==> src/kcs_pkg.sv <==
// Shared types and constants for the tape byte encoder.
// No dependencies; every other module of the block imports this package.
`timescale 1ns / 1ps

package kcs_pkg;

  // Source clock of the duration registers and rounding offset
  localparam int unsigned SRC_CLOCK_HZ = 3500000;
  localparam int unsigned SRC_HALF     = SRC_CLOCK_HZ / 2;
  localparam int          SRC_W        = $clog2(SRC_CLOCK_HZ + 1);

  localparam int TICK_W = 16;
  localparam int DUR_W  = 32;
  localparam int CNT_W  = 16;

  // Scaled reciprocal of the source clock: quotient estimate is
  // ((y >> RCP_SHIFT) * SRC_RCP) >> RCP_FRAC, never above the true quotient
  localparam int                  RCP_SHIFT = 21;
  localparam int                  RCP_FRAC  = 24;
  localparam logic [63:0]         RCP_FULL  = (64'd1 << (RCP_SHIFT + RCP_FRAC)) /
                                              64'(SRC_CLOCK_HZ);
  localparam logic [RCP_FRAC-1:0] SRC_RCP   = RCP_FULL[RCP_FRAC-1:0];

  // Register indexes on the configuration port
  localparam logic [2:0] REG_PILOT_LEN  = 3'd0;
  localparam logic [2:0] REG_PILOT_CNT  = 3'd1;
  localparam logic [2:0] REG_ZERO_LEN   = 3'd2;
  localparam logic [2:0] REG_ONE_LEN    = 3'd3;
  localparam logic [2:0] REG_BIT_SETUP  = 3'd4;
  localparam logic [2:0] REG_BYTE_SETUP = 3'd5;
  localparam logic [2:0] REG_PAUSE_MS   = 3'd6;

  // Request codes on the input tuser
  localparam logic [1:0] REQ_LEAD  = 2'd0;
  localparam logic [1:0] REQ_BYTE  = 2'd1;
  localparam logic [1:0] REQ_PAUSE = 2'd2;

  // Result kinds on the output tuser
  localparam logic [1:0] KIND_RUN = 2'd0;
  localparam logic [1:0] KIND_SIL = 2'd1;
  localparam logic [1:0] KIND_ERR = 2'd2;

  // byte_setup bit positions
  localparam int BS_MSB_FIRST = 0;
  localparam int BS_RESERVED  = 1;
  localparam int BS_STOP_VAL  = 2;
  localparam int BS_START_VAL = 5;

  localparam int OUT_DATA_W = CNT_W + DUR_W;

  // Work class of a queued item
  typedef enum logic [1:0] {
    CLS_LEAD  = 2'd0,
    CLS_BYTE  = 2'd1,
    CLS_PAUSE = 2'd2,
    CLS_ERR   = 2'd3
  } cls_t;

  typedef struct packed {
    cls_t        cls;
    logic [7:0]  data;
  } q_ent_t;

  // Configuration as seen by the front and back parts
  typedef struct packed {
    logic [CNT_W-1:0] pilot_count;
    logic [7:0]       bit_setup;
    logic [7:0]       byte_setup;
    logic [15:0]      pause_ms;
    logic [DUR_W-1:0] pilot_dur;
    logic [DUR_W-1:0] zero_dur;
    logic [DUR_W-1:0] one_dur;
    logic             busy;
  } cfg_view_t;

endpackage

==> src/kcs_cfg.sv <==
// Configuration registers and the shared duration rescaler (constant multiply,
// reciprocal quotient estimate, one correction step). Depends on kcs_pkg.
`timescale 1ns / 1ps

module kcs_cfg import kcs_pkg::*; #(
  parameter int unsigned TARGET_CLOCK_HZ = 3579545
) (
  input  logic             clk,
  input  logic             rst_n,
  input  logic             cfg_valid,
  output logic             cfg_ready,
  input  logic [2:0]       cfg_index,
  input  logic [15:0]      cfg_data,
  output cfg_view_t        view
);

  // target = A * source + B, so (ticks * target + half) / source
  // = ticks * A + (ticks * B + half) / source, and the second quotient fits 16 bits
  localparam int unsigned RS_A   = TARGET_CLOCK_HZ / SRC_CLOCK_HZ;
  localparam int unsigned RS_B   = TARGET_CLOCK_HZ % SRC_CLOCK_HZ;
  localparam int          A_W    = 5;
  localparam int          BASE_W = TICK_W + A_W;
  localparam int          Y_W    = TICK_W + SRC_W;
  localparam int          YT_W   = Y_W - RCP_SHIFT;
  localparam int          PROD_W = YT_W + RCP_FRAC;
  localparam int          REM_W  = SRC_W + 1;

  typedef enum logic [4:0] {
    RS_IDLE = 5'b00001,
    RS_MUL  = 5'b00010,
    RS_EST  = 5'b00100,
    RS_REM  = 5'b01000,
    RS_FIX  = 5'b10000
  } rs_state_t;

  logic [15:0] pilot_len_r, pilot_cnt_r, zero_len_r, one_len_r, pause_r;
  logic [7:0]  bit_setup_r, byte_setup_r;
  logic [DUR_W-1:0] dur_r [3];

  rs_state_t         state_r, state_nxt;
  logic [1:0]        sel_r, sel_nxt;
  logic [Y_W-1:0]    y_r, y_nxt;
  logic [BASE_W-1:0] base_r, base_nxt;
  logic [YT_W-1:0]   est_r, est_nxt;
  logic [REM_W-1:0]  rem_r, rem_nxt;

  logic              wr;
  logic              restart;
  logic [15:0]       ticks;
  logic [PROD_W-1:0] est_prod;
  logic [Y_W-1:0]    est_back;
  logic              store;
  logic [DUR_W-1:0]  q_val;

  assign cfg_ready = 1'b1;
  assign wr        = cfg_valid && cfg_ready;
  assign restart   = wr && (cfg_index == REG_PILOT_LEN || cfg_index == REG_ZERO_LEN ||
                            cfg_index == REG_ONE_LEN);

  always_ff @(posedge clk) begin
    if (!rst_n) begin
      pilot_len_r  <= '0;
      pilot_cnt_r  <= '0;
      zero_len_r   <= '0;
      one_len_r    <= '0;
      bit_setup_r  <= '0;
      byte_setup_r <= '0;
      pause_r      <= '0;
    end else if (wr) begin
      case (cfg_index)
        REG_PILOT_LEN:  pilot_len_r  <= cfg_data;
        REG_PILOT_CNT:  pilot_cnt_r  <= cfg_data;
        REG_ZERO_LEN:   zero_len_r   <= cfg_data;
        REG_ONE_LEN:    one_len_r    <= cfg_data;
        REG_BIT_SETUP:  bit_setup_r  <= cfg_data[7:0];
        REG_BYTE_SETUP: byte_setup_r <= cfg_data[7:0];
        REG_PAUSE_MS:   pause_r      <= cfg_data;
        default: ;
      endcase
    end
  end

  always_comb begin
    case (sel_r)
      2'd1:    ticks = zero_len_r;
      2'd2:    ticks = one_len_r;
      default: ticks = pilot_len_r;
    endcase
  end

  // Estimate is at most one below the true quotient; the remainder fixes it
  assign est_prod = PROD_W'(y_r[Y_W-1:RCP_SHIFT]) * PROD_W'(SRC_RCP);
  assign est_back = Y_W'(est_r) * Y_W'(SRC_CLOCK_HZ);
  // cannot pass 32 bits for target clocks up to 100 MHz
  assign q_val    = DUR_W'(base_r) + DUR_W'(est_r) +
                    DUR_W'(rem_r >= REM_W'(SRC_CLOCK_HZ));

  always_comb begin
    state_nxt = state_r;
    sel_nxt   = sel_r;
    y_nxt     = y_r;
    base_nxt  = base_r;
    est_nxt   = est_r;
    rem_nxt   = rem_r;
    store     = 1'b0;
    case (state_r)
      RS_IDLE: ;
      RS_MUL: begin
        y_nxt     = Y_W'(ticks) * Y_W'(RS_B) + Y_W'(SRC_HALF);
        base_nxt  = BASE_W'(ticks) * BASE_W'(RS_A);
        state_nxt = RS_EST;
      end
      RS_EST: begin
        est_nxt   = est_prod[PROD_W-1:RCP_FRAC];
        state_nxt = RS_REM;
      end
      RS_REM: begin
        rem_nxt   = REM_W'(y_r - est_back);
        state_nxt = RS_FIX;
      end
      RS_FIX: begin
        store = 1'b1;
        if (sel_r == 2'd2) begin
          state_nxt = RS_IDLE;
        end else begin
          sel_nxt   = sel_r + 1'b1;
          state_nxt = RS_MUL;
        end
      end
      default: state_nxt = RS_IDLE;
    endcase
    if (restart) begin
      sel_nxt   = 2'd0;
      state_nxt = RS_MUL;
    end
  end

  always_ff @(posedge clk) begin
    if (!rst_n) begin
      state_r <= RS_IDLE;
      sel_r   <= '0;
      dur_r   <= '{default: '0};
    end else begin
      state_r <= state_nxt;
      sel_r   <= sel_nxt;
      if (store && !restart) begin
        dur_r[sel_r] <= q_val;
      end
    end
  end

  always_ff @(posedge clk) begin
    y_r    <= y_nxt;
    base_r <= base_nxt;
    est_r  <= est_nxt;
    rem_r  <= rem_nxt;
  end

  assign view.pilot_count = pilot_cnt_r;
  assign view.bit_setup   = bit_setup_r;
  assign view.byte_setup  = byte_setup_r;
  assign view.pause_ms    = pause_r;
  assign view.pilot_dur   = dur_r[0];
  assign view.zero_dur    = dur_r[1];
  assign view.one_dur     = dur_r[2];
  assign view.busy        = (state_r != RS_IDLE);

endmodule

==> src/kcs_front.sv <==
// Input side: accept beats, classify them and push work into the queue.
// Depends on kcs_pkg.
`timescale 1ns / 1ps

module kcs_front import kcs_pkg::*; (
  input  logic       in_tvalid,
  output logic       in_tready,
  input  logic [7:0] in_tdata,
  input  logic [1:0] in_tuser,
  input  cfg_view_t  view,
  input  logic       q_full,
  output logic       q_push,
  output q_ent_t     q_wdata
);

  logic acc;

  assign in_tready = !q_full;
  assign acc       = in_tvalid && in_tready;

  always_comb begin
    q_wdata.data = in_tdata;
    q_wdata.cls  = CLS_LEAD;
    q_push       = acc;
    if (view.byte_setup[BS_RESERVED]) begin
      q_wdata.cls = CLS_ERR;
    end else begin
      case (in_tuser)
        REQ_LEAD:  q_wdata.cls = CLS_LEAD;
        REQ_BYTE:  q_wdata.cls = CLS_BYTE;
        REQ_PAUSE: q_wdata.cls = CLS_PAUSE;
        default:   q_push      = 1'b0; // unused code: drop
      endcase
    end
  end

endmodule

==> src/kcs_fifo.sv <==
// Short queue of classified work between the front and back parts.
// Depends on kcs_pkg.
`timescale 1ns / 1ps

module kcs_fifo import kcs_pkg::*; #(
  parameter int DEPTH = 4
) (
  input  logic   clk,
  input  logic   rst_n,
  input  logic   push,
  input  q_ent_t wdata,
  output logic   full,
  input  logic   pop,
  output logic   rvalid,
  output q_ent_t rdata
);

  localparam int PTR_W = (DEPTH > 1) ? $clog2(DEPTH) : 1;
  localparam int CNT_W = $clog2(DEPTH + 1);

  q_ent_t           mem [DEPTH];
  logic [PTR_W-1:0] wr_ptr_r, rd_ptr_r;
  logic [CNT_W-1:0] cnt_r;
  logic             do_push, do_pop;

  assign full    = (cnt_r == CNT_W'(DEPTH));
  assign rvalid  = (cnt_r != '0);
  assign do_push = push && !full;
  assign do_pop  = pop && rvalid;
  assign rdata   = mem[rd_ptr_r];

  function automatic logic [PTR_W-1:0] inc(input logic [PTR_W-1:0] p);
    return (p == PTR_W'(DEPTH - 1)) ? '0 : p + 1'b1;
  endfunction

  always_ff @(posedge clk) begin
    if (!rst_n) begin
      wr_ptr_r <= '0;
      rd_ptr_r <= '0;
      cnt_r    <= '0;
    end else begin
      if (do_push) wr_ptr_r <= inc(wr_ptr_r);
      if (do_pop)  rd_ptr_r <= inc(rd_ptr_r);
      if (do_push && !do_pop) cnt_r <= cnt_r + 1'b1;
      else if (do_pop && !do_push) cnt_r <= cnt_r - 1'b1;
    end
  end

  always_ff @(posedge clk) begin
    if (do_push) mem[wr_ptr_r] <= wdata;
  end

endmodule

==> src/kcs_back.sv <==
// Output side: step through the bit runs of each queued item and drive the
// registered result channel. Depends on kcs_pkg.
`timescale 1ns / 1ps

module kcs_back import kcs_pkg::*; (
  input  logic                  clk,
  input  logic                  rst_n,
  input  cfg_view_t             view,
  input  logic                  q_vld,
  input  q_ent_t                q_rdata,
  output logic                  q_pop,
  output logic                  out_tvalid,
  input  logic                  out_tready,
  output logic [OUT_DATA_W-1:0] out_tdata,
  output logic [1:0]            out_tuser,
  output logic                  out_tlast
);

  logic       cur_vld_r, cur_vld_nxt;
  q_ent_t     cur_r;
  logic [3:0] step_r, step_nxt;

  logic                  out_vld_r, out_vld_nxt;
  logic [1:0]            kind_r;
  logic [CNT_W-1:0]      cnt_r;
  logic [DUR_W-1:0]      dur_r;
  logic                  last_r;

  logic [1:0]       starts, stops;
  logic [3:0]       total, idx;
  logic [2:0]       pos;
  logic             bit_one, emit, res_last;
  logic [4:0]       zp, op;
  logic [1:0]       res_kind;
  logic [CNT_W-1:0] res_cnt;
  logic [DUR_W-1:0] res_dur;

  assign starts = view.byte_setup[7:6];
  assign stops  = view.byte_setup[4:3];
  assign total  = 4'd8 + 4'(starts) + 4'(stops);
  assign idx    = step_r - 4'(starts);
  assign pos    = view.byte_setup[BS_MSB_FIRST] ? 3'd7 - idx[2:0] : idx[2:0];
  assign zp     = (view.bit_setup[7:4] == 4'd0) ? 5'd16 : {1'b0, view.bit_setup[7:4]};
  assign op     = (view.bit_setup[3:0] == 4'd0) ? 5'd16 : {1'b0, view.bit_setup[3:0]};

  always_comb begin
    if (step_r < 4'(starts))            bit_one = view.byte_setup[BS_START_VAL];
    else if (step_r < 4'(starts) + 4'd8) bit_one = cur_r.data[pos];
    else                                bit_one = view.byte_setup[BS_STOP_VAL];
  end

  always_comb begin
    res_kind = KIND_RUN;
    res_cnt  = '0;
    res_dur  = '0;
    res_last = 1'b1;
    case (cur_r.cls)
      CLS_LEAD: begin
        res_cnt = view.pilot_count;
        res_dur = view.pilot_dur;
      end
      CLS_BYTE: begin
        res_cnt  = CNT_W'(bit_one ? op : zp);
        res_dur  = bit_one ? view.one_dur : view.zero_dur;
        res_last = (step_r == total - 4'd1);
      end
      CLS_PAUSE: begin
        res_kind = KIND_SIL;
        res_dur  = DUR_W'(view.pause_ms);
      end
      CLS_ERR:  res_kind = KIND_ERR;
      default:  res_kind = KIND_ERR;
    endcase
  end

  // hold results while the rescaler refreshes the durations
  assign emit  = cur_vld_r && !view.busy && (!out_vld_r || out_tready);
  assign q_pop = q_vld && (!cur_vld_r || (emit && res_last));

  always_comb begin
    cur_vld_nxt = cur_vld_r;
    step_nxt    = step_r;
    if (q_pop) begin
      cur_vld_nxt = 1'b1;
      step_nxt    = '0;
    end else if (emit) begin
      step_nxt = step_r + 1'b1;
      if (res_last) cur_vld_nxt = 1'b0;
    end
    out_vld_nxt = emit ? 1'b1 : (out_tready ? 1'b0 : out_vld_r);
  end

  always_ff @(posedge clk) begin
    if (!rst_n) begin
      cur_vld_r <= 1'b0;
      out_vld_r <= 1'b0;
      step_r    <= '0;
    end else begin
      cur_vld_r <= cur_vld_nxt;
      out_vld_r <= out_vld_nxt;
      step_r    <= step_nxt;
    end
  end

  always_ff @(posedge clk) begin
    if (q_pop) cur_r <= q_rdata;
    if (emit) begin
      kind_r <= res_kind;
      cnt_r  <= res_cnt;
      dur_r  <= res_dur;
      last_r <= res_last;
    end
  end

  assign out_tvalid = out_vld_r;
  assign out_tdata  = {dur_r, cnt_r};
  assign out_tuser  = kind_r;
  assign out_tlast  = last_r;

endmodule

==> src/kcs_tape_byte_encoder.sv <==
// Top level of the tape byte encoder: front classifier, work queue, back
// sequencer and configuration/rescaler. Depends on kcs_pkg and all kcs_* modules.
//
//   channel | direction | beat carries
//   --------+-----------+-------------------------------------------------
//   in_     | slave     | tuser = request type, tdata = data byte
//   out_    | master    | tuser = kind, tdata = {duration, pulse_count},
//           |           | tlast = final result of the request
//   cfg_    | slave     | cfg_index = register, cfg_data = value
//
// A data byte gives start+8+stop result beats, one per cycle while out_tready stays
// high and the rescaler is idle; lead-in, pause and error requests give one beat
// each. A request's first beat passes the queue, current-item and output registers.
// Requests queue up to QUEUE_DEPTH deep, so input keeps flowing while output stalls
// until the queue fills. A duration register write restarts the rescaler, which
// holds results back. Synchronous reset covers config and control registers only.
`timescale 1ns / 1ps

module kcs_tape_byte_encoder import kcs_pkg::*; #(
  parameter int unsigned TARGET_CLOCK_HZ = 3579545,
  parameter int          QUEUE_DEPTH     = 4
) (
  input  logic                  clk,
  input  logic                  rst_n,
  // input requests
  input  logic                  in_tvalid,
  output logic                  in_tready,
  input  logic [7:0]            in_tdata,   // [7:0] data_byte
  input  logic [1:0]            in_tuser,   // [1:0] req_type
  // result runs
  output logic                  out_tvalid,
  input  logic                  out_tready,
  output logic [OUT_DATA_W-1:0] out_tdata,  // [15:0] pulse_count, [47:16] duration
  output logic [1:0]            out_tuser,  // [1:0] kind
  output logic                  out_tlast,
  // register writes
  input  logic                  cfg_valid,
  output logic                  cfg_ready,
  input  logic [2:0]            cfg_index,
  input  logic [15:0]           cfg_data
);

  cfg_view_t view;
  q_ent_t    q_wdata, q_rdata;
  logic      q_push, q_full, q_pop, q_vld;

  kcs_cfg #(
    .TARGET_CLOCK_HZ (TARGET_CLOCK_HZ)
  ) u_cfg (
    .clk       (clk),
    .rst_n     (rst_n),
    .cfg_valid (cfg_valid),
    .cfg_ready (cfg_ready),
    .cfg_index (cfg_index),
    .cfg_data  (cfg_data),
    .view      (view)
  );

  // classify accepted beats; unused codes are dropped unless the reserved bit is set
  kcs_front u_front (
    .in_tvalid (in_tvalid),
    .in_tready (in_tready),
    .in_tdata  (in_tdata),
    .in_tuser  (in_tuser),
    .view      (view),
    .q_full    (q_full),
    .q_push    (q_push),
    .q_wdata   (q_wdata)
  );

  kcs_fifo #(
    .DEPTH (QUEUE_DEPTH)
  ) u_fifo (
    .clk    (clk),
    .rst_n  (rst_n),
    .push   (q_push),
    .wdata  (q_wdata),
    .full   (q_full),
    .pop    (q_pop),
    .rvalid (q_vld),
    .rdata  (q_rdata)
  );

  // advance through the runs of the head item
  kcs_back u_back (
    .clk        (clk),
    .rst_n      (rst_n),
    .view       (view),
    .q_vld      (q_vld),
    .q_rdata    (q_rdata),
    .q_pop      (q_pop),
    .out_tvalid (out_tvalid),
    .out_tready (out_tready),
    .out_tdata  (out_tdata),
    .out_tuser  (out_tuser),
    .out_tlast  (out_tlast)
  );

endmodule

==> config.mk <==
export PLATFORM = sky130hd
export DESIGN_NAME = kcs_tape_byte_encoder
export DESIGN_NICKNAME = d
export VERILOG_FILES = /design/src/kcs_pkg.sv /design/src/kcs_cfg.sv /design/src/kcs_front.sv /design/src/kcs_fifo.sv /design/src/kcs_back.sv /design/src/kcs_tape_byte_encoder.sv
export SDC_FILE = /design/constraint.sdc
export NUM_CORES = 1
export LEC_CHECK = 0
export BUFFER_PORTS_ARGS = -buffer_cell sky130_fd_sc_hd__buf_2
export CAP_MARGIN = 20
export CORE_MARGIN = 1.5
export CORE_UTILIZATION = 55
export CTS_BUF_LIST = sky130_fd_sc_hd__clkbuf_8
export DETAILED_ROUTE_END_ITERATION = 12
export PLACE_DENSITY = 0.73
export SLEW_MARGIN = 10
export SYNTH_ARGS = -nofsm -noshare
export SYNTH_HDL_FRONTEND = slang
export SYNTH_HIERARCHICAL = 1
export SYNTH_SLANG_ARGS = --single-unit
==> constraint.sdc <==
create_clock -name clk -period 18.2 [get_ports clk]
set_clock_uncertainty 0.1 [all_clocks]
set_input_delay 3.64 -clock clk [delete_from_list [all_inputs] [get_ports clk]]
set_output_delay 3.64 -clock clk [all_outputs]
set_load 0.05 [all_outputs]
# Word-level counts from Yosys, hierarchy flattened
# Memory sizes are Yosys's and may differ from the RTL's. A register that Yosys moved wholly into a read port is not among the register bits.
# Cells that the tools add are included.
[totals] register_bits=353 ram_bits=40 input_bits=34 out_inout_bits=54 word_cells=160 memories=1
[memory_table] name="u_fifo.mem" words=4 width=10 read_ports=1 rd_clocked_by_memory_dff=1 wr=1 line_no="kcs_fifo.sv:21" rtl="q_ent_t mem [DEPTH];"
[classes] n_addsub=15 multipliers=3 order_cmp=6 n_eq_ne=24 mux=36 bitwise=3 reduce_logical=45
[ops] operator="96-bit bitwise mux" n=1
[ops] operator="32-bit case mux with 3 select lines" n=1
[ops] operator="32-bit demux with 2-bit select" n=1
[ops] operator="32-bit 2-to-1 mux" n=2
[ops] operator="16-bit case mux with 2 select lines" n=2
[ops] operator="13-bit by 24-bit multiplier with 37-bit output (second input constant)" n=1
[ops] operator="33-bit by 21-bit adder with 34-bit output (second input constant)" n=1
[ops] operator="16-bit by 17-bit multiplier with 33-bit output (second input constant)" n=1
[ops] operator="32-bit by 1-bit adder with 32-bit output" n=1
[ops] operator="5-bit case mux with 5 select lines" n=1
[ops] operator="23-bit by 22-bit >= comparator with 1-bit output (second input constant)" n=1
[ops] operator="23-bit subtractor" n=1
[ops] operator="16-bit by 17-bit adder with 18-bit output" n=1
[ops] operator="17-bit by 17-bit multiplier with 18-bit output (second input constant)" n=1
[ops] operator="2-bit AND reduction" n=9
[ops] operator="5-bit 2-to-1 mux" n=3
[ops] operator="1-bit 2-to-1 mux" n=14
[ops] operator="2-bit == test (second input constant)" n=6
[ops] operator="3-bit == test (second input constant)" n=4
[ops] operator="1-bit logical AND" n=12
[ops] operator="2-bit 2-to-1 mux" n=5
[ops] operator="3-bit 2-to-1 mux" n=3
[ops] operator="4-bit logical NOT" n=2
[ops] operator="2-bit case mux with 2 select lines" n=2
[ops] operator="other kinds (36)" n=56

# Longest topological paths before layout
[depth] depth_word=12 depth_mapped=27 mapped_depth_nobuf=26

# Cells and area by module
# The synthesis kept the hierarchy.
[by_module_without_submodules] mod="kcs_cfg" n_inst=1 cells_each=2342 area_per_inst_um2=22078.7 seq_area_each_um2=5365.1
[by_module_without_submodules] mod="kcs_back" n_inst=1 cells_each=419 area_per_inst_um2=4284.1 seq_area_each_um2=1951.9
[by_module_without_submodules] mod="kcs_fifo" n_inst=1 cells_each=103 area_per_inst_um2=1918.1 seq_area_each_um2=1381.3
[by_module_without_submodules] mod="kcs_front" n_inst=1 cells_each=15 area_per_inst_um2=103.8 seq_area_each_um2=0.0

# Worst setup path before layout
# Ideal clock, no wire load.
[synth_path] kind="input-to-reg" startpoint="input port out_tready" endpoint="register u_fifo.cnt_r[2]" setup_ps=76 arrival_time_ps=7771 required_ps=18024 setup_slack_ps=10253 stages=12 path_buffers=1 path_cell_list="nand2b_1 -> nor2b_1 -> clkbuf_1 -> a21boi_0 -> nor2_1 -> o31ai_1 -> ha_1 -> inv_1 -> fa_1 -> xor2_1 -> or3_2 -> a21boi_0"
[synth_between] elab_chain_len=9 elab_cells_between_ends=11 classes_between="1 x mux; 10 x reduce/logical"
[synth_lines] item="start, declared" line_no="kcs_tape_byte_encoder.sv:32" rtl="input logic out_tready,"
[synth_lines] item="1-bit logical OR *" line_no="kcs_back.sv:77" rtl="assign emit = cur_vld_r && !view.busy && (!out_vld_r || out_tready);"
[synth_lines] item="1-bit logical AND *" line_no="kcs_back.sv:77"
[synth_lines] item="via u_back.emit" line_no="kcs_back.sv:32" rtl="logic bit_one, emit, res_last;"
[synth_lines] item="1-bit logical AND *" line_no="kcs_back.sv:78" rtl="assign q_pop = q_vld && (!cur_vld_r || (emit && res_last));"
[synth_lines] item="1-bit logical OR *" line_no="kcs_back.sv:78"
[synth_lines] item="1-bit logical AND *" line_no="kcs_back.sv:78"
[synth_lines] item="via q_pop" line_no="kcs_tape_byte_encoder.sv:45" rtl="logic q_push, q_full, q_pop, q_vld;"
[synth_lines] item="1-bit logical AND *" line_no="kcs_fifo.sv:29" rtl="assign do_pop = pop && rvalid;"
[synth_lines] item="1-bit logical NOT" line_no="kcs_fifo.sv:44" rtl="if (do_push && !do_pop) cnt_r <= cnt_r + 1'b1;"
[synth_lines] item="1-bit logical AND" line_no="kcs_fifo.sv:44"
[synth_lines] item="3-bit 2-to-1 mux / 2-bit nonzero test (equally long branches)"
[synth_lines] item="end signal, assigned" line_no="kcs_fifo.sv:44"
[synth_lines] item="end signal, assigned" line_no="kcs_fifo.sv:45" rtl="else if (do_pop && !do_push) cnt_r <= cnt_r - 1'b1;"
[synth_lines] item="end, declared" line_no="kcs_fifo.sv:23" rtl="logic [CNT_W-1:0] cnt_r;"
# The timed path passes the listed nets; every way through them passes the cells marked *.
# A chain may end at the register's enable or synchronous reset.

# Worst setup path after layout
[layout_path] startpoint="register u_cfg.sel_r[0]" endpoint="register u_cfg.y_r[29] (data pin)"
[layout_between] elab_chain_len=4 elab_cells_between_ends=5 classes_between="1 x add/sub; 1 x mul; 2 x eq/ne; 1 x mux"
[layout_lines] item="start, declared" line_no="kcs_cfg.sv:41" rtl="logic [1:0] sel_r, sel_nxt;"
[layout_lines] item="start signal, assigned" line_no="kcs_cfg.sv:145" rtl="sel_r <= sel_nxt;"
[layout_lines] item="2-bit == test / 2-bit by 1-bit == test with 1-bit output (equally long branches)" line_no="kcs_cfg.sv:84" rtl="case (sel_r)"
[layout_lines] item="16-bit case mux with 2 select lines *" line_no="kcs_cfg.sv:84"
[layout_lines] item="via u_cfg.ticks[15]" line_no="kcs_cfg.sv:49" rtl="logic [15:0] ticks;"
[layout_lines] item="16-bit by 17-bit multiplier with 33-bit output *" line_no="kcs_cfg.sv:109" rtl="y_nxt = Y_W'(ticks) * Y_W'(RS_B) + Y_W'(SRC_HALF);"
[layout_lines] item="33-bit by 21-bit adder with 34-bit output *" line_no="kcs_cfg.sv:109"
[layout_lines] item="end signal, assigned" line_no="kcs_cfg.sv:153" rtl="y_r <= y_nxt;"
[layout_lines] item="end, declared" line_no="kcs_cfg.sv:42" rtl="logic [Y_W-1:0] y_r, y_nxt;"
# Marks and branches as above.

==> flow_metrics.py <==
metrics = {
    "outcome": {
        "status": "complete, no violations",
    },
    "setup_path": {
        "worstSetupEndpoint": "u_cfg/y_r[29]$_DFFE_PP_",
        "endpoint_kind": "register",
        "worstPathArrival_ns": 8.29,
        "cp_max_fo": 34,
        "crit_type": "register to register",
        "r2r_start": "u_cfg/sel_r[0]$_SDFFE_PP0P_",
        "r2r_cells": 22,
        "critPathLaunch": "u_cfg/sel_r[0]$_SDFFE_PP0P_",
        "path_cells": "inv_1 > ha_1 > nor2_1 > a21oi_1 > ha_1 > inv_1 > ha_1 > xor2_1 > ha_1 > fa_1 > fa_1 > fa_1 > inv_1 > fa_1 > inv_1 > ha_1 > a21oi_1 > and3_1 > a21oi_1 > a221oi_1 > o31ai_1 > a311o_1",
        "reg2reg_slack_ns": 10.20,
        "crit_top_cell": "ha_1",
        "critPathLaunchType": "register",
        "slowest_delay_ns": 0.91,
        "worstReg2RegEnd": "u_cfg/y_r[29]$_DFFE_PP_",
        "crit_slowest_cell": "ha_1",
        "required_ns": 18.49,
    },
    "detailed_routing": {
        "postRouteWirelength_um": 62920,
        "num_vias": 20130,
        "ant_nets": 0,
        "dr.pass1.iters": 7,
        "detail_route.iter0.violations": 1336,
        "avgRoutedWirePerCell_um": 17.16,
        "vias_per_cell": 5.489,
        "drcViolationCount": 0,
    },
    "die": {
        "ios": 88,
        "start_util_pct": 55.44,
        "fp-row-count": 83,
        "dieArea_mm2": 0.05298,
        "core_region_area_mm2": 0.05120,
        "dieWidth_um": 230.2,
        "fp.dieH_um": 230.2,
    },
    "logic_synthesis": {
        "synth_compound_area_share_pct": 10.94,
        "syn-mean-instance-area_um2": 9.859,
        "synth-seq-cells": 346,
        "synthTopCellsByArea": "edfxtp_1 (19%), ha_1 (17%), fa_1 (17%), dfxtp_1 (12%), inv_1 (5.8%)",
        "synth_area_mm2": 0.02838,
        "ys_top_cells_by_count": "inv_1 (437), ha_1 (377), nand2_1 (319), fa_1 (235), a21oi_1 (217)",
        "synthArstFlopShare_pct": 0,
        "synth_edf_count": 177,
        "synth_xor_area_share_pct": 3.055,
        "synth_ff_type": "edfxtp_1",
        "synth_most_common_cell": "inv_1",
        "synthAdderAreaFrac_pct": 33.19,
        "synth_top_family_by_area": "adder cells",
        "yosys.area_share.simple_pct": 11.84,
        "yosysWarnings": 6,
        "syn_inst": 2879,
        "yosysSeqAreaShare_pct": 30.64,
        "synth_top_area_cell": "edfxtp_1",
        "synth.top_cell.area_share_pct": 18.73,
        "synth.area.mux_share_pct": 1.693,
        "synth_cell_type_count": 76,
    },
    "clock_network": {
        "cts.clk_slew.worst_paths_ns": 0.06,
        "root_buffer": "clkbuf_8",
        "worstSkewPairLatency_ns": 0.66,
        "htreeDepth": 2,
        "ctsResizeCount": 0,
        "cts_made_buffers": 56,
        "post_cts_buffers": 0,
        "cts_sinks": 346,
        "cts_tree": "done",
        "clockBufferDepth": 3,
        "holdBufCountCts": 0,
    },
    "finish": {
        "regArea_mm2": 0.008698,
        "diodes": 0,
        "drive_gt1_share_pct": 8.604,
        "final_cells": 3667,
        "nets": 3585,
        "fill_cells": 4259,
        "multi_input_area_mm2": 0.01745,
        "area_growth_syn_to_layout_pct": 7.238,
        "fin_util_pct": 59.45,
    },
    "timing": {
        "worst_pin_slew_ns": 1.097,
        "slew_viol_final": 0,
        "period_needed_ns": 8.004,
        "max_slew_margin_pct": 26.87,
        "whs_ns": 0.3513,
        "max_freq_mhz": 124.9,
        "rsz0062_at_grt": "false",
        "hold_violations": 0,
        "fin_tns_setup_ns": 0,
        "setup_viol": 0,
        "min_period_over_period_pct": 43.98,
    },
    "worst_hold_path": {
        "holdCritStartpoint": "u_cfg/view[44]$_SDFFE_PN0P_",
        "hold_path_depth": 2,
        "min_path_type": "register to register",
    },
    "placement": {
        "place_congestion": 0.8930,
        "dp_hpwl_um": 47930,
        "post-place-cells": 3558,
        "io_buffers": 86,
    },
    "pwr": {
        "power.total_mw": 2.360,
        "power.density_mw_per_mm2": 77.53,
        "ir_worst_vdd_mv": 0.05925,
        "p_leak_nw": 13.96,
    },
    "global_routing": {
        "grt_usage_pct": 24.21,
        "grt_max_degree": 102,
        "antenna_found_initial": 0,
        "grt_first_pass_wirelength_um": 103700,
        "grt_pass1_vias": 20500,
        "overflow": 0,
    },
    "job": {
        "maxCapViolCount": 0,
    },
}
-- metal layers --
metal	up-vias	share of wire [%]	track usage, %
li1	9663	-	-
met1	9864	44	31.97
met2	491	49	42.07
met3	110	4.3	2.865
met4	0	2.2	6.454
met5	-	0	0
-- critical path: cells and delay by family (launching register included) --
| family | cells | cell delay [ns] |
|---|---|---|
| AO/OA/AOI/OAI | 6 | 2.11 |
| XOR/XNOR | 1 | 0.18 |
| adder cells (fa/ha/maj) | 9 | 4.39 |
| buffers and inverters | 4 | 0.31 |
| flip-flops | 1 | 0.37 |
| AND/OR/NAND/NOR | 2 | 0.28 |
-- cell type report --
| cell class | instances | share of cell area (%) |
|---|---|---|
| well taps | 680 | 2.795 |
| clock buffers | 58 | 2.622 |
| inverters | 437 | 5.393 |
| flip-flops and latches | 346 | 28.58 |
| multi-input cells | 1992 | 57.34 |
| clock inverters | 48 | 1.365 |
| repair buffers | 106 | 1.907 |
-- cells by family (layout without fill, tap and decap cells) --
family / count (synthesis) / in the layout
simple gates: 730 / 730
mux: 33 / 33
buf+inv: 585 / 649
xor+xnor: 99 / 99
fa+ha+maj: 612 / 612
other cells: 2 / 46
flops: 346 / 346
compound gates: 472 / 472
-- how the worst min path moves through the flow --
stage | end | slack, ns
6_report | u_cfg/view[44]$_SDFFE_PN0P_ | 0.35
5_1_grt | u_cfg/pilot_cnt_r[4]$_SDFFE_PN0P_ | 0.37
2_1_floorplan | u_cfg/pilot_cnt_r[10]$_SDFFE_PN0P_ | 0.33
3_3_place_gp | u_cfg/pilot_cnt_r[6]$_SDFFE_PN0P_ | 0.34
4_1_cts | u_cfg/view[44]$_SDFFE_PN0P_ | 0.35
3_5_place_dp | u_cfg/view[44]$_SDFFE_PN0P_ | 0.34
-- metrics by stage --
| stage | cell area [µm²] | worst slack, ns |
|---|---|---|
| detailed placement | 29200 | 10.32 |
| floorplan | 28550 | 10.25 |
| global placement | 29200 | 10.54 |
| finish | 30440 | 10.20 |
| global route | 30440 | 9.774 |
| CTS | 30420 | 10.28 |
-- registers in the layout, indices dropped and copies added (netlist names), 3 cells and up, named ones only --
register,count
u_cfg/base_r,13
u_back/step_r,4
u_cfg/y_r,32
u_cfg/pause_r,16
u_cfg/est_r,13
u_cfg/pilot_cnt_r,16
u_cfg/rem_r,18
u_cfg/one_len_r,16
u_cfg/zero_len_r,16
u_cfg/byte_setup_r,8
u_back/cnt_r,16
u_fifo/mem,40
u_cfg/bit_setup_r,8
u_cfg/view,51
u_cfg/pilot_len_r,16
u_cfg/state_r,5
u_fifo/cnt_r,3
u_back/dur_r,32
u_back/cur_r,10
-- cells in the final DEF, fill, tap and decap left out, types with 58 or more instances in the layout --
cell	synthesis	final
dfxtp_1	169	169
fa_1	235	235
nand2_1	319	319
clkbuf_8	0	58
buf_2	5	86
nor2_1	144	143
o21ai_0	65	65
ha_1	377	377
edfxtp_1	177	177
xnor2_1	70	70
nand3_1	70	70
inv_1	437	451
a21oi_1	217	217
-- report_power, final --
group | internal, mW | switching, mW
sequential | 0.916 | 0.0316
combinational | 0.211 | 0.472
clock | 0.401 | 0.328
total | 1.53 | 0.832
(Power assumes the default switching activity.)
